**config.mk**
```make
export PLATFORM = sky130hd
export DESIGN_NAME = strict_base64_decoder_unit_flat
export DESIGN_NICKNAME = d
export VERILOG_FILES = /design/src/design/sb64_pkg.sv /design/src/design/sb64_in_if.sv /design/src/design/sb64_out_if.sv /design/src/design/sb64_front.sv /design/src/design/sb64_queue.sv /design/src/design/sb64_back.sv /design/src/design/strict_base64_decoder_unit.sv /design/src/flat_wrapper.sv
export SDC_FILE = /design/constraint.sdc
export NUM_CORES = 1
export LEC_CHECK = 0
export BUFFER_PORTS_ARGS = -buffer_cell sky130_fd_sc_hd__buf_2
export CORE_MARGIN = 2
export CORE_UTILIZATION = 63
export DETAILED_ROUTE_END_ITERATION = 8
export PLACE_DENSITY = 0.86
export SKIP_LAST_GASP = 1
export SLEW_MARGIN = 20
export SYNTH_ARGS = -nofsm -noshare
export SYNTH_HDL_FRONTEND = slang
export SYNTH_SLANG_ARGS = --single-unit
```
**constraint.sdc**
```tcl
create_clock -name clk_i -period 4 [get_ports clk_i]
set_clock_uncertainty 0.2 [all_clocks]
set_input_delay 0.6 -clock clk_i [delete_from_list [all_inputs] [get_ports clk_i]]
set_output_delay 0.6 -clock clk_i [all_outputs]
set_load 0.02 [all_outputs]
```
**src/design/sb64_pkg.sv**
```systemverilog
// ----------------------------------------------------------------------------
// sb64_pkg: shared types and constants of the strict base64 decoder
// Character classes, the queue entry between front and back, and the result
// word carried on the output channel.
// ----------------------------------------------------------------------------
package sb64_pkg;

  localparam logic [7:0] CHR_PAD   = 8'h3D;  // '='
  localparam logic [7:0] CHR_PLUS  = 8'h2B;  // '+'
  localparam logic [7:0] CHR_SLASH = 8'h2F;  // '/'

  localparam logic [5:0] SEXTET_PLUS  = 6'd62;
  localparam logic [5:0] SEXTET_SLASH = 6'd63;

  typedef enum logic [1:0] {
    KIND_NONE = 2'd0,  // no character in the word
    KIND_DATA = 2'd1,  // alphabet character
    KIND_PAD  = 2'd2,  // padding character
    KIND_BAD  = 2'd3   // anything else
  } chr_kind_e;

  typedef struct packed {
    logic [5:0] sextet;
    chr_kind_e  kind;
    logic       last;
  } entry_t;

  typedef struct packed {
    logic [7:0] decoded_byte;
    logic       is_status;
    logic       rejected;
    logic       last_result;
  } result_t;

endpackage

```
**src/design/sb64_in_if.sv**
```systemverilog
// ----------------------------------------------------------------------------
// sb64_in_if: text character channel
// One character word per handshake, with presence and end-of-text marks.
// ----------------------------------------------------------------------------
interface sb64_in_if;
  logic       valid;
  logic       ready;
  logic [7:0] text_char;
  logic       has_char;
  logic       end_of_text;

  modport source (output valid, output text_char, output has_char,
                  output end_of_text, input ready);
  modport sink   (input valid, input text_char, input has_char,
                  input end_of_text, output ready);
endinterface

```
**src/design/sb64_out_if.sv**
```systemverilog
// ----------------------------------------------------------------------------
// sb64_out_if: decoded result channel
// Carries decoded bytes and the final status word of each text.
// ----------------------------------------------------------------------------
interface sb64_out_if;
  logic       valid;
  logic       ready;
  logic [7:0] decoded_byte;
  logic       is_status;
  logic       rejected;
  logic       last_result;

  modport source (output valid, output decoded_byte, output is_status,
                  output rejected, output last_result, input ready);
  modport sink   (input valid, input decoded_byte, input is_status,
                  input rejected, input last_result, output ready);
endinterface

```
**src/design/sb64_front.sv**
```systemverilog
// ----------------------------------------------------------------------------
// sb64_front: input acceptance and character classification
// Maps each incoming character to its class and 6-bit value and pushes the
// classified word into the queue whenever the queue has room.
// ----------------------------------------------------------------------------
module sb64_front (
  sb64_in_if.sink         text_i,
  input  logic            full_i,
  output logic            push_o,
  output sb64_pkg::entry_t entry_o
);

  logic [7:0] chr;

  assign chr          = text_i.text_char;
  assign text_i.ready = ~full_i;
  assign push_o       = text_i.valid & ~full_i;

  always_comb begin
    entry_o.last   = text_i.end_of_text;
    entry_o.sextet = '0;
    entry_o.kind   = sb64_pkg::KIND_NONE;
    if (text_i.has_char) begin
      entry_o.kind = sb64_pkg::KIND_DATA;
      if (chr inside {[8'h41:8'h5A]}) begin
        entry_o.sextet = 6'(chr - 8'h41);
      end else if (chr inside {[8'h61:8'h7A]}) begin
        entry_o.sextet = 6'(chr - 8'h61 + 8'd26);
      end else if (chr inside {[8'h30:8'h39]}) begin
        entry_o.sextet = 6'(chr - 8'h30 + 8'd52);
      end else if (chr == sb64_pkg::CHR_PLUS) begin
        entry_o.sextet = sb64_pkg::SEXTET_PLUS;
      end else if (chr == sb64_pkg::CHR_SLASH) begin
        entry_o.sextet = sb64_pkg::SEXTET_SLASH;
      end else if (chr == sb64_pkg::CHR_PAD) begin
        entry_o.kind = sb64_pkg::KIND_PAD;
      end else begin
        entry_o.kind = sb64_pkg::KIND_BAD;
      end
    end
  end

endmodule

```
**src/design/sb64_queue.sv**
```systemverilog
// ----------------------------------------------------------------------------
// sb64_queue: short queue between front and back
// Register-based FIFO of classified words, so either side can stall alone.
// ----------------------------------------------------------------------------
module sb64_queue #(
  parameter int Depth = 2
) (
  input  logic             clk_i,
  input  logic             rst_ni,
  input  logic             push_i,
  input  sb64_pkg::entry_t entry_i,
  output logic             full_o,
  input  logic             pop_i,
  output logic             valid_o,
  output sb64_pkg::entry_t entry_o
);

  localparam int PtrW = (Depth > 1) ? $clog2(Depth) : 1;
  localparam int CntW = $clog2(Depth + 1);

  sb64_pkg::entry_t mem_q [Depth];
  logic [PtrW-1:0]  wr_ptr_q, wr_ptr_d;
  logic [PtrW-1:0]  rd_ptr_q, rd_ptr_d;
  logic [CntW-1:0]  count_q, count_d;

  assign full_o  = (count_q == CntW'(Depth));
  assign valid_o = (count_q != '0);
  assign entry_o = mem_q[rd_ptr_q];

  always_comb begin
    wr_ptr_d = wr_ptr_q;
    rd_ptr_d = rd_ptr_q;
    count_d  = count_q;
    if (push_i) begin
      wr_ptr_d = (wr_ptr_q == PtrW'(Depth - 1)) ? '0 : wr_ptr_q + 1'b1;
    end
    if (pop_i) begin
      rd_ptr_d = (rd_ptr_q == PtrW'(Depth - 1)) ? '0 : rd_ptr_q + 1'b1;
    end
    case ({push_i, pop_i})
      2'b10:   count_d = count_q + 1'b1;
      2'b01:   count_d = count_q - 1'b1;
      default: count_d = count_q;
    endcase
  end

  always_ff @(posedge clk_i or negedge rst_ni) begin
    if (!rst_ni) begin
      wr_ptr_q <= '0;
      rd_ptr_q <= '0;
      count_q  <= '0;
    end else begin
      wr_ptr_q <= wr_ptr_d;
      rd_ptr_q <= rd_ptr_d;
      count_q  <= count_d;
    end
  end

  always_ff @(posedge clk_i) begin
    if (push_i) begin
      mem_q[wr_ptr_q] <= entry_i;
    end
  end

`ifndef NO_ASSERTIONS
  a_count_bound: assert property (@(posedge clk_i) disable iff (!rst_ni)
    count_q <= CntW'(Depth))
    else $error("queue count beyond depth");

  a_pop_nonempty: assert property (@(posedge clk_i) disable iff (!rst_ni)
    pop_i |-> valid_o)
    else $error("pop from empty queue");
`endif

endmodule

```
**src/design/sb64_back.sv**
```systemverilog
// ----------------------------------------------------------------------------
// sb64_back: decode state and result generation
// Pops classified words, updates the sextet buffer and the padding and
// reject state, and drives the registered result channel. A word that ends
// a text and also yields a byte parks its status for one more output slot.
// ----------------------------------------------------------------------------
module sb64_back (
  input  logic             clk_i,
  input  logic             rst_ni,
  input  logic             head_valid_i,
  input  sb64_pkg::entry_t head_i,
  output logic             pop_o,
  sb64_out_if.source       res_o
);

  localparam logic [1:0] GP_FIRST  = 2'd0;
  localparam logic [1:0] GP_SECOND = 2'd1;
  localparam logic [1:0] GP_THIRD  = 2'd2;
  localparam logic [1:0] GP_FOURTH = 2'd3;

  logic [5:0] buf_q, buf_d;
  logic [1:0] gp_q, gp_d;
  logic [1:0] pad_q, pad_d;
  logic       seen_q, seen_d;
  logic       rej_q, rej_d;

  logic                out_valid_q, out_valid_d;
  sb64_pkg::result_t   out_res_q, out_res_d;
  logic                pend_q, pend_d;
  logic                pend_rej_q, pend_rej_d;

  logic       can_load;
  logic       emit_byte;
  logic [7:0] byte_val;
  logic       bad;

  assign can_load = ~out_valid_q | res_o.ready;
  assign pop_o    = head_valid_i & ~pend_q & can_load;

  assign res_o.valid        = out_valid_q;
  assign res_o.decoded_byte = out_res_q.decoded_byte;
  assign res_o.is_status    = out_res_q.is_status;
  assign res_o.rejected     = out_res_q.rejected;
  assign res_o.last_result  = out_res_q.last_result;

  // next decode state for the head word
  always_comb begin
    buf_d     = buf_q;
    gp_d      = gp_q;
    pad_d     = pad_q;
    seen_d    = seen_q;
    rej_d     = rej_q;
    emit_byte = 1'b0;
    byte_val  = '0;
    case (head_i.kind)
      sb64_pkg::KIND_DATA: begin
        if (pad_q != 2'd0) begin
          rej_d = 1'b1;
        end else if (!rej_q) begin
          seen_d = 1'b1;
          gp_d   = gp_q + 1'b1;
          case (gp_q)
            GP_FIRST: begin
              buf_d = head_i.sextet;
            end
            GP_SECOND: begin
              emit_byte = 1'b1;
              byte_val  = {buf_q, head_i.sextet[5:4]};
              buf_d     = {2'b00, head_i.sextet[3:0]};
            end
            GP_THIRD: begin
              emit_byte = 1'b1;
              byte_val  = {buf_q[3:0], head_i.sextet[5:2]};
              buf_d     = {4'b0000, head_i.sextet[1:0]};
            end
            GP_FOURTH: begin
              emit_byte = 1'b1;
              byte_val  = {buf_q[1:0], head_i.sextet};
              buf_d     = '0;
            end
            default: begin
              buf_d = buf_q;
            end
          endcase
        end
      end
      sb64_pkg::KIND_PAD: begin
        if (pad_q >= 2'd2) begin
          pad_d = 2'd3;
          rej_d = 1'b1;
        end else begin
          pad_d = pad_q + 1'b1;
        end
      end
      sb64_pkg::KIND_BAD: begin
        rej_d = 1'b1;
      end
      default: begin
        rej_d = rej_q;
      end
    endcase
    bad = rej_d | (gp_d == GP_SECOND) | ((pad_d != 2'd0) & ~seen_d);
  end

  // output register and parked status
  always_comb begin
    out_valid_d = out_valid_q & ~res_o.ready;
    out_res_d   = out_res_q;
    pend_d      = pend_q;
    pend_rej_d  = pend_rej_q;
    if (pend_q && can_load) begin
      out_valid_d = 1'b1;
      out_res_d   = '{decoded_byte: '0, is_status: 1'b1,
                      rejected: pend_rej_q, last_result: 1'b1};
      pend_d      = 1'b0;
    end else if (pop_o) begin
      if (emit_byte) begin
        out_valid_d = 1'b1;
        out_res_d   = '{decoded_byte: byte_val, is_status: 1'b0,
                        rejected: 1'b0, last_result: 1'b0};
        pend_d      = head_i.last;
        pend_rej_d  = bad;
      end else if (head_i.last) begin
        out_valid_d = 1'b1;
        out_res_d   = '{decoded_byte: '0, is_status: 1'b1,
                        rejected: bad, last_result: 1'b1};
      end
    end
  end

  always_ff @(posedge clk_i or negedge rst_ni) begin
    if (!rst_ni) begin
      buf_q       <= '0;
      gp_q        <= GP_FIRST;
      pad_q       <= '0;
      seen_q      <= 1'b0;
      rej_q       <= 1'b0;
      out_valid_q <= 1'b0;
      pend_q      <= 1'b0;
    end else begin
      out_valid_q <= out_valid_d;
      pend_q      <= pend_d;
      if (pop_o) begin
        // end of text: clear for the next one
        if (head_i.last) begin
          buf_q  <= '0;
          gp_q   <= GP_FIRST;
          pad_q  <= '0;
          seen_q <= 1'b0;
          rej_q  <= 1'b0;
        end else begin
          buf_q  <= buf_d;
          gp_q   <= gp_d;
          pad_q  <= pad_d;
          seen_q <= seen_d;
          rej_q  <= rej_d;
        end
      end
    end
  end

  always_ff @(posedge clk_i) begin
    out_res_q  <= out_res_d;
    pend_rej_q <= pend_rej_d;
  end

`ifndef NO_ASSERTIONS
  a_pend_behind_byte: assert property (@(posedge clk_i) disable iff (!rst_ni)
    pend_q |-> out_valid_q)
    else $error("parked status without a byte ahead of it");

  a_status_after_clear: assert property (@(posedge clk_i) disable iff (!rst_ni)
    (out_valid_q && out_res_q.is_status) |->
      (gp_q == GP_FIRST && pad_q == 2'd0 && !seen_q && !rej_q))
    else $error("decode state not cleared behind status");

  a_data_word_clean: assert property (@(posedge clk_i) disable iff (!rst_ni)
    (out_valid_q && !out_res_q.is_status) |->
      (!out_res_q.rejected && !out_res_q.last_result))
    else $error("data word carries status marks");

  a_no_pop_while_parked: assert property (@(posedge clk_i) disable iff (!rst_ni)
    pend_q |-> !pop_o)
    else $error("word popped while a status is parked");
`endif

endmodule

```
**src/design/strict_base64_decoder_unit.sv**
```systemverilog
// ----------------------------------------------------------------------------
// strict_base64_decoder_unit: strict base64 text decoder
// Usage:
//   text_i carries one character word per handshake (valid and ready high at
//   a rising edge), with has_char and end_of_text marks. result_o returns
//   decoded bytes as soon as they are known, from the second character of
//   each group of four on, and one status word on the last word of a text;
//   a rejected status tells the receiver to drop that text's bytes.
//   Throughput is one character per cycle while the receiver keeps ready high
//   and no status is parked; a word that yields both a byte and the status
//   puts the byte on the output first and the status word after it. An
//   accepted word passes the classification queue, then the output register.
//   The queue is QueueDepth words deep; text_i.ready drops only when it is
//   full, so a stalled receiver backs up the queue and then the sender.
//   Reset clears the queue, the output register and all decode state; the
//   decode state also returns to its reset values after each status word.
// ----------------------------------------------------------------------------
module strict_base64_decoder_unit #(
  parameter int QueueDepth = 2
) (
  input  logic        clk_i,
  input  logic        rst_ni,
  sb64_in_if.sink     text_i,
  sb64_out_if.source  result_o
);

  logic             push;
  logic             full;
  sb64_pkg::entry_t push_entry;
  logic             head_valid;
  sb64_pkg::entry_t head_entry;
  logic             pop;

  sb64_front u_front (
    .text_i  (text_i),
    .full_i  (full),
    .push_o  (push),
    .entry_o (push_entry)
  );

  sb64_queue #(
    .Depth (QueueDepth)
  ) u_queue (
    .clk_i   (clk_i),
    .rst_ni  (rst_ni),
    .push_i  (push),
    .entry_i (push_entry),
    .full_o  (full),
    .pop_i   (pop),
    .valid_o (head_valid),
    .entry_o (head_entry)
  );

  sb64_back u_back (
    .clk_i        (clk_i),
    .rst_ni       (rst_ni),
    .head_valid_i (head_valid),
    .head_i       (head_entry),
    .pop_o        (pop),
    .res_o        (result_o)
  );

endmodule
```
**src/flat_wrapper.sv**
```systemverilog
// flat-port wrapper written by rule: the top's interface ports become plain ports
module strict_base64_decoder_unit_flat 
#(
  parameter int QueueDepth = 2
)
  (clk_i, rst_ni, text_i_valid, text_i_text_char, text_i_has_char, text_i_end_of_text, text_i_ready, result_o_valid, result_o_decoded_byte, result_o_is_status, result_o_rejected, result_o_last_result, result_o_ready);
  sb64_in_if text_i_i ();
  sb64_out_if result_o_i ();
  input  logic clk_i;
  input  logic rst_ni;
  input wire logic [$bits(text_i_i.valid)-1:0] text_i_valid;
  input wire logic [$bits(text_i_i.text_char)-1:0] text_i_text_char;
  input wire logic [$bits(text_i_i.has_char)-1:0] text_i_has_char;
  input wire logic [$bits(text_i_i.end_of_text)-1:0] text_i_end_of_text;
  output wire logic [$bits(text_i_i.ready)-1:0] text_i_ready;
  output wire logic [$bits(result_o_i.valid)-1:0] result_o_valid;
  output wire logic [$bits(result_o_i.decoded_byte)-1:0] result_o_decoded_byte;
  output wire logic [$bits(result_o_i.is_status)-1:0] result_o_is_status;
  output wire logic [$bits(result_o_i.rejected)-1:0] result_o_rejected;
  output wire logic [$bits(result_o_i.last_result)-1:0] result_o_last_result;
  input wire logic [$bits(result_o_i.ready)-1:0] result_o_ready;
  assign text_i_i.valid = text_i_valid;
  assign text_i_i.text_char = text_i_text_char;
  assign text_i_i.has_char = text_i_has_char;
  assign text_i_i.end_of_text = text_i_end_of_text;
  assign text_i_ready = text_i_i.ready;
  assign result_o_valid = result_o_i.valid;
  assign result_o_decoded_byte = result_o_i.decoded_byte;
  assign result_o_is_status = result_o_i.is_status;
  assign result_o_rejected = result_o_i.rejected;
  assign result_o_last_result = result_o_i.last_result;
  assign result_o_i.ready = result_o_ready;
  strict_base64_decoder_unit #(.QueueDepth(QueueDepth)) u_core (.clk_i(clk_i), .rst_ni(rst_ni), .text_i(text_i_i), .result_o(result_o_i));
endmodule
```
==> results.toml <==
[floorplan]
pin_count = 27
num_rows = 23
start_util = 0.665
die_w_microns = 69.7
fp.coreArea_sq_um = 4090
die_h_microns = 69.7
die_area_sq_um = 4850

[worst_setup_path]
critPathSlowestCell = "dfrtp_1"
reg2reg_slack_ps = 1140
worstPathMaxFanout = 10
rr_startpoint = "u_core.u_queue.rd_ptr_q$_DFFE_PN0P_"
cp.arrival_ps = 2690
critPathKind = "flop to flop"
start_kind = "flop"
r2r-end = "u_core.u_back.res_o.rejected$_DFFE_PP_"
crit_chain = "mux2i_1, ha_1, nor4b_4, nor2b_1, o21ai_1, and2_1, inv_2"
reg2reg_depth = 7
path_buf_inv = 1
max_stage_delay_ps = 680
cp.required_ps = 3830
cp-end-kind = "flop"
cp_top_family = "simple AND/OR/NAND/NOR gates"

[clocking]
clock_sinks = 47
cts-buffers-inserted = 5
cts_hold_buf = 0
clkTransAtPathRegs_ps = 90
cts_setup_buffers = 0
root_buffer = "clkbuf_8"
htree_levels = 2
cts_resized = 0
insertion_delay_ps = 300
cts_tree = "yes"
clockBufferDepth = 2

[cells_and_area]
nFillCells = 327
area_delta_synth_final_pct = 8.43
drive_above_1_share = 0.188
fin_area_sq_um = 2950
antenna_cells = 0
layout.nets = 313

[grt]
overflow = 0
grt_pass1_vias = 2051
antenna_found_initial = 0
grt_max_degree = 19
grt_usage = 0.242
grt_pass1_wl_microns = 9360

[sta]
min_period_ps = 2860
drv_slew = 0
fmax_ghz = 0.350
hold_viol = 0
relSlewSlack = 0.410
final.period_utilization = 0.715
setup_total_negative_slack_ps = 0
rsz0062_at_grt = "false"
tightest_slew_ps = 880
setup_viol = 0
whs_ps = 22.2

[place]
dpl-instance-area_sq_um = 2850
hpwl_microns = 4150
port_buffers = 26
finalWeightedCongestion = 0.892

[run_status]
outcome = "finished, final reports clean"

[pwr]
p_sw_frac = 0.396
powerDensity_nw_per_um2 = 612
p_clk_frac = 0.161
combPwrFrac = 0.421
p_leak_nw = 1.20
seqPwrFrac = 0.418
intPower_w = 0.00109
ir_drop_v = 0.000502
power_switching_w = 0.000714

[routing]
post_drt_wl_per_cell_microns = 16.4
routed_wl_microns = 5440
drtIter0Drc = 150
vias = 2027
vias_per_cell = 6.11
drcViolationCount = 0
drt_first_pass_iters = 7
ant_nets = 0

[synth]
syn_avg_cell_area_sq_um = 10.4
synthSimpleGateAreaFrac = 0.154
synth-adder-area-share = 0.0829
synth_xor_area_frac = 0.0419
synth_area_sq_um = 2720
synth_top_area_cell = "edfxtp_1"
yosysWarnings = 0
synth_top_family_by_area = "compound AO/OA/AOI/OAI gates"
ys_async_sr_fraction = 0.383
yosysUniqueCellTypes = 57
synthCells = 260
synth_top_area_frac = 0.221
synthTopCellsByCount = "nand2_1 (22), edfxtp_1 (20), dfrtp_1 (18), ha_1 (18), nor2_1 (16)"
synth_area_leaders = "edfxtp_1 (22%), dfrtp_1 (17%), ha_1 (8.3%)"
synth-compound-area-share = 0.182
synth_seq_cells = 47
synth_edf_count = 20
synth_ff_type = "edfxtp_1"
synth.area.mux_share = 0.0359
synth_most_common_cell = "nand2_1"
ys_seq_area_frac = 0.453
syn_nets = 292

[job]
maxCapViolations = 0

[hold_path]
hold_path.class = "input port to async pin"
[worst register-to-register path, stage by stage, from the launching register on]
cell and delay [ps]:
dfrtp_1 680, mux2i_1 360, ha_1 240, nor4b_4 360, nor2b_1 270, o21ai_1 100, and2_1 290, inv_2 100
[state kept, by name (all words and copies together), names as in the netlist]
register / cells
u_core.u_queue.mem_q: 18
u_core.u_back.res_o.decoded_byte: 8
u_core.u_back.buf_q: 6
u_core.u_back.gp_q: 2
u_core.u_back.pad_q: 2
u_core.u_queue.count_q: 2
u_core.u_back.pend_q: 1
u_core.u_back.pend_rej_q: 1
u_core.u_back.rej_q: 1
u_core.u_back.res_o.is_status: 1
u_core.u_back.res_o.rejected: 1
u_core.u_back.res_o.valid: 1
u_core.u_back.seen_q: 1
u_core.u_queue.rd_ptr_q: 1
u_core.u_queue.wr_ptr_q: 1
[power groups by stage]
stage                     sequential, W  clock (W)  combinational (W)
final                          0.000753   0.000291           0.000759
after global routing           0.000769   0.000319           0.000845
after CTS                      0.000752   0.000298           0.000759
after detailed placement       0.000761          0           0.000752
after global placement         0.000753          0           0.000726
after floorplan                0.000739          0           0.000608
[through the flow]
step                      cells  worst slack [ps]  utilization  total power, W
final                       332              1140        0.721         0.00180
after detailed placement    324              1030        0.698         0.00151
after CTS                   332              1160        0.721         0.00181
after global routing        332               974        0.721         0.00193
after floorplan             260              1240            -         0.00135
after global placement      324              1050        0.698         0.00148
[worst max path at each step]
stage | endpoint | slack [ps] | startpoint | cells past startpoint
2_1_floorplan | u_core.u_queue.mem_q[0][8]$_DFFE_PP_ | 1240 | text_i_text_char[2] | 8
5_1_grt | u_core.u_back.buf_q[5]$_DFFE_PN0P_ | 970 | u_core.u_queue.rd_ptr_q$_DFFE_PN0P_ | 7
3_3_place_gp | u_core.u_queue.mem_q[0][3]$_DFFE_PP_ | 1050 | text_i_text_char[2] | 8
6_report | u_core.u_back.res_o.rejected$_DFFE_PP_ | 1140 | u_core.u_queue.rd_ptr_q$_DFFE_PN0P_ | 7
4_1_cts | u_core.u_back.res_o.rejected$_DFFE_PP_ | 1160 | u_core.u_queue.rd_ptr_q$_DFFE_PN0P_ | 7
3_5_place_dp | u_core.u_queue.mem_q[0][3]$_DFFE_PP_ | 1030 | text_i_text_char[2] | 8
[area by class of cell]
class | instances | area, sq um | share of cell area
Multi-Input combinational cell | 181 | 1350 | 0.458
Sequential cell | 47 | 1230 | 0.418
Timing Repair Buffer | 27 | 138 | 0.0467
Clock buffer | 6 | 82.6 | 0.0280
Inverter | 19 | 71.3 | 0.0242
Tap cell | 50 | 62.6 | 0.0212
Clock inverter | 2 | 10.0 | 0.00340
[cell usage in the layout (no fill, tap or decap), types with 3 or more instances in the layout]
master	Yosys	routed
mux2_2	6	6
o21ai_0	3	3
clkbuf_8	0	6
nor2b_1	3	3
dfrtp_1	18	18
inv_1	13	13
nand3_1	9	9
buf_2	3	26
dfxtp_1	9	9
a21oi_1	8	8
edfxtp_1	20	20
a222oi_1	8	8
nor2_1	16	16
xnor2_1	11	11
nand2_1	22	22
inv_2	5	5
mux2i_1	3	3
a31oi_1	4	4
nand2b_1	7	7
o21ai_1	12	12
o31ai_1	3	3
o2bb2ai_1	9	9
ha_1	18	18
[cell families after synthesis]
logic type,Yosys count
AO/OA/AOI/OAI,65
flip-flops,47
adder cells (fa/ha/maj),18
buffers and inverters,32
AND/OR/NAND/NOR,76
XOR/XNOR,13
multiplexers,9
[per-layer routing]
layer | global-route usage | share of wire | vias up
li1 | - | - | 988
met1 | 0.300 | 0.43 | 970
met2 | 0.417 | 0.51 | 61
met3 | 0.0480 | 0.042 | 8
met4 | 0.0919 | 0.017 | 0
met5 | 0 | 0 | -
Note: power is estimated with default switching activity, not from simulation.
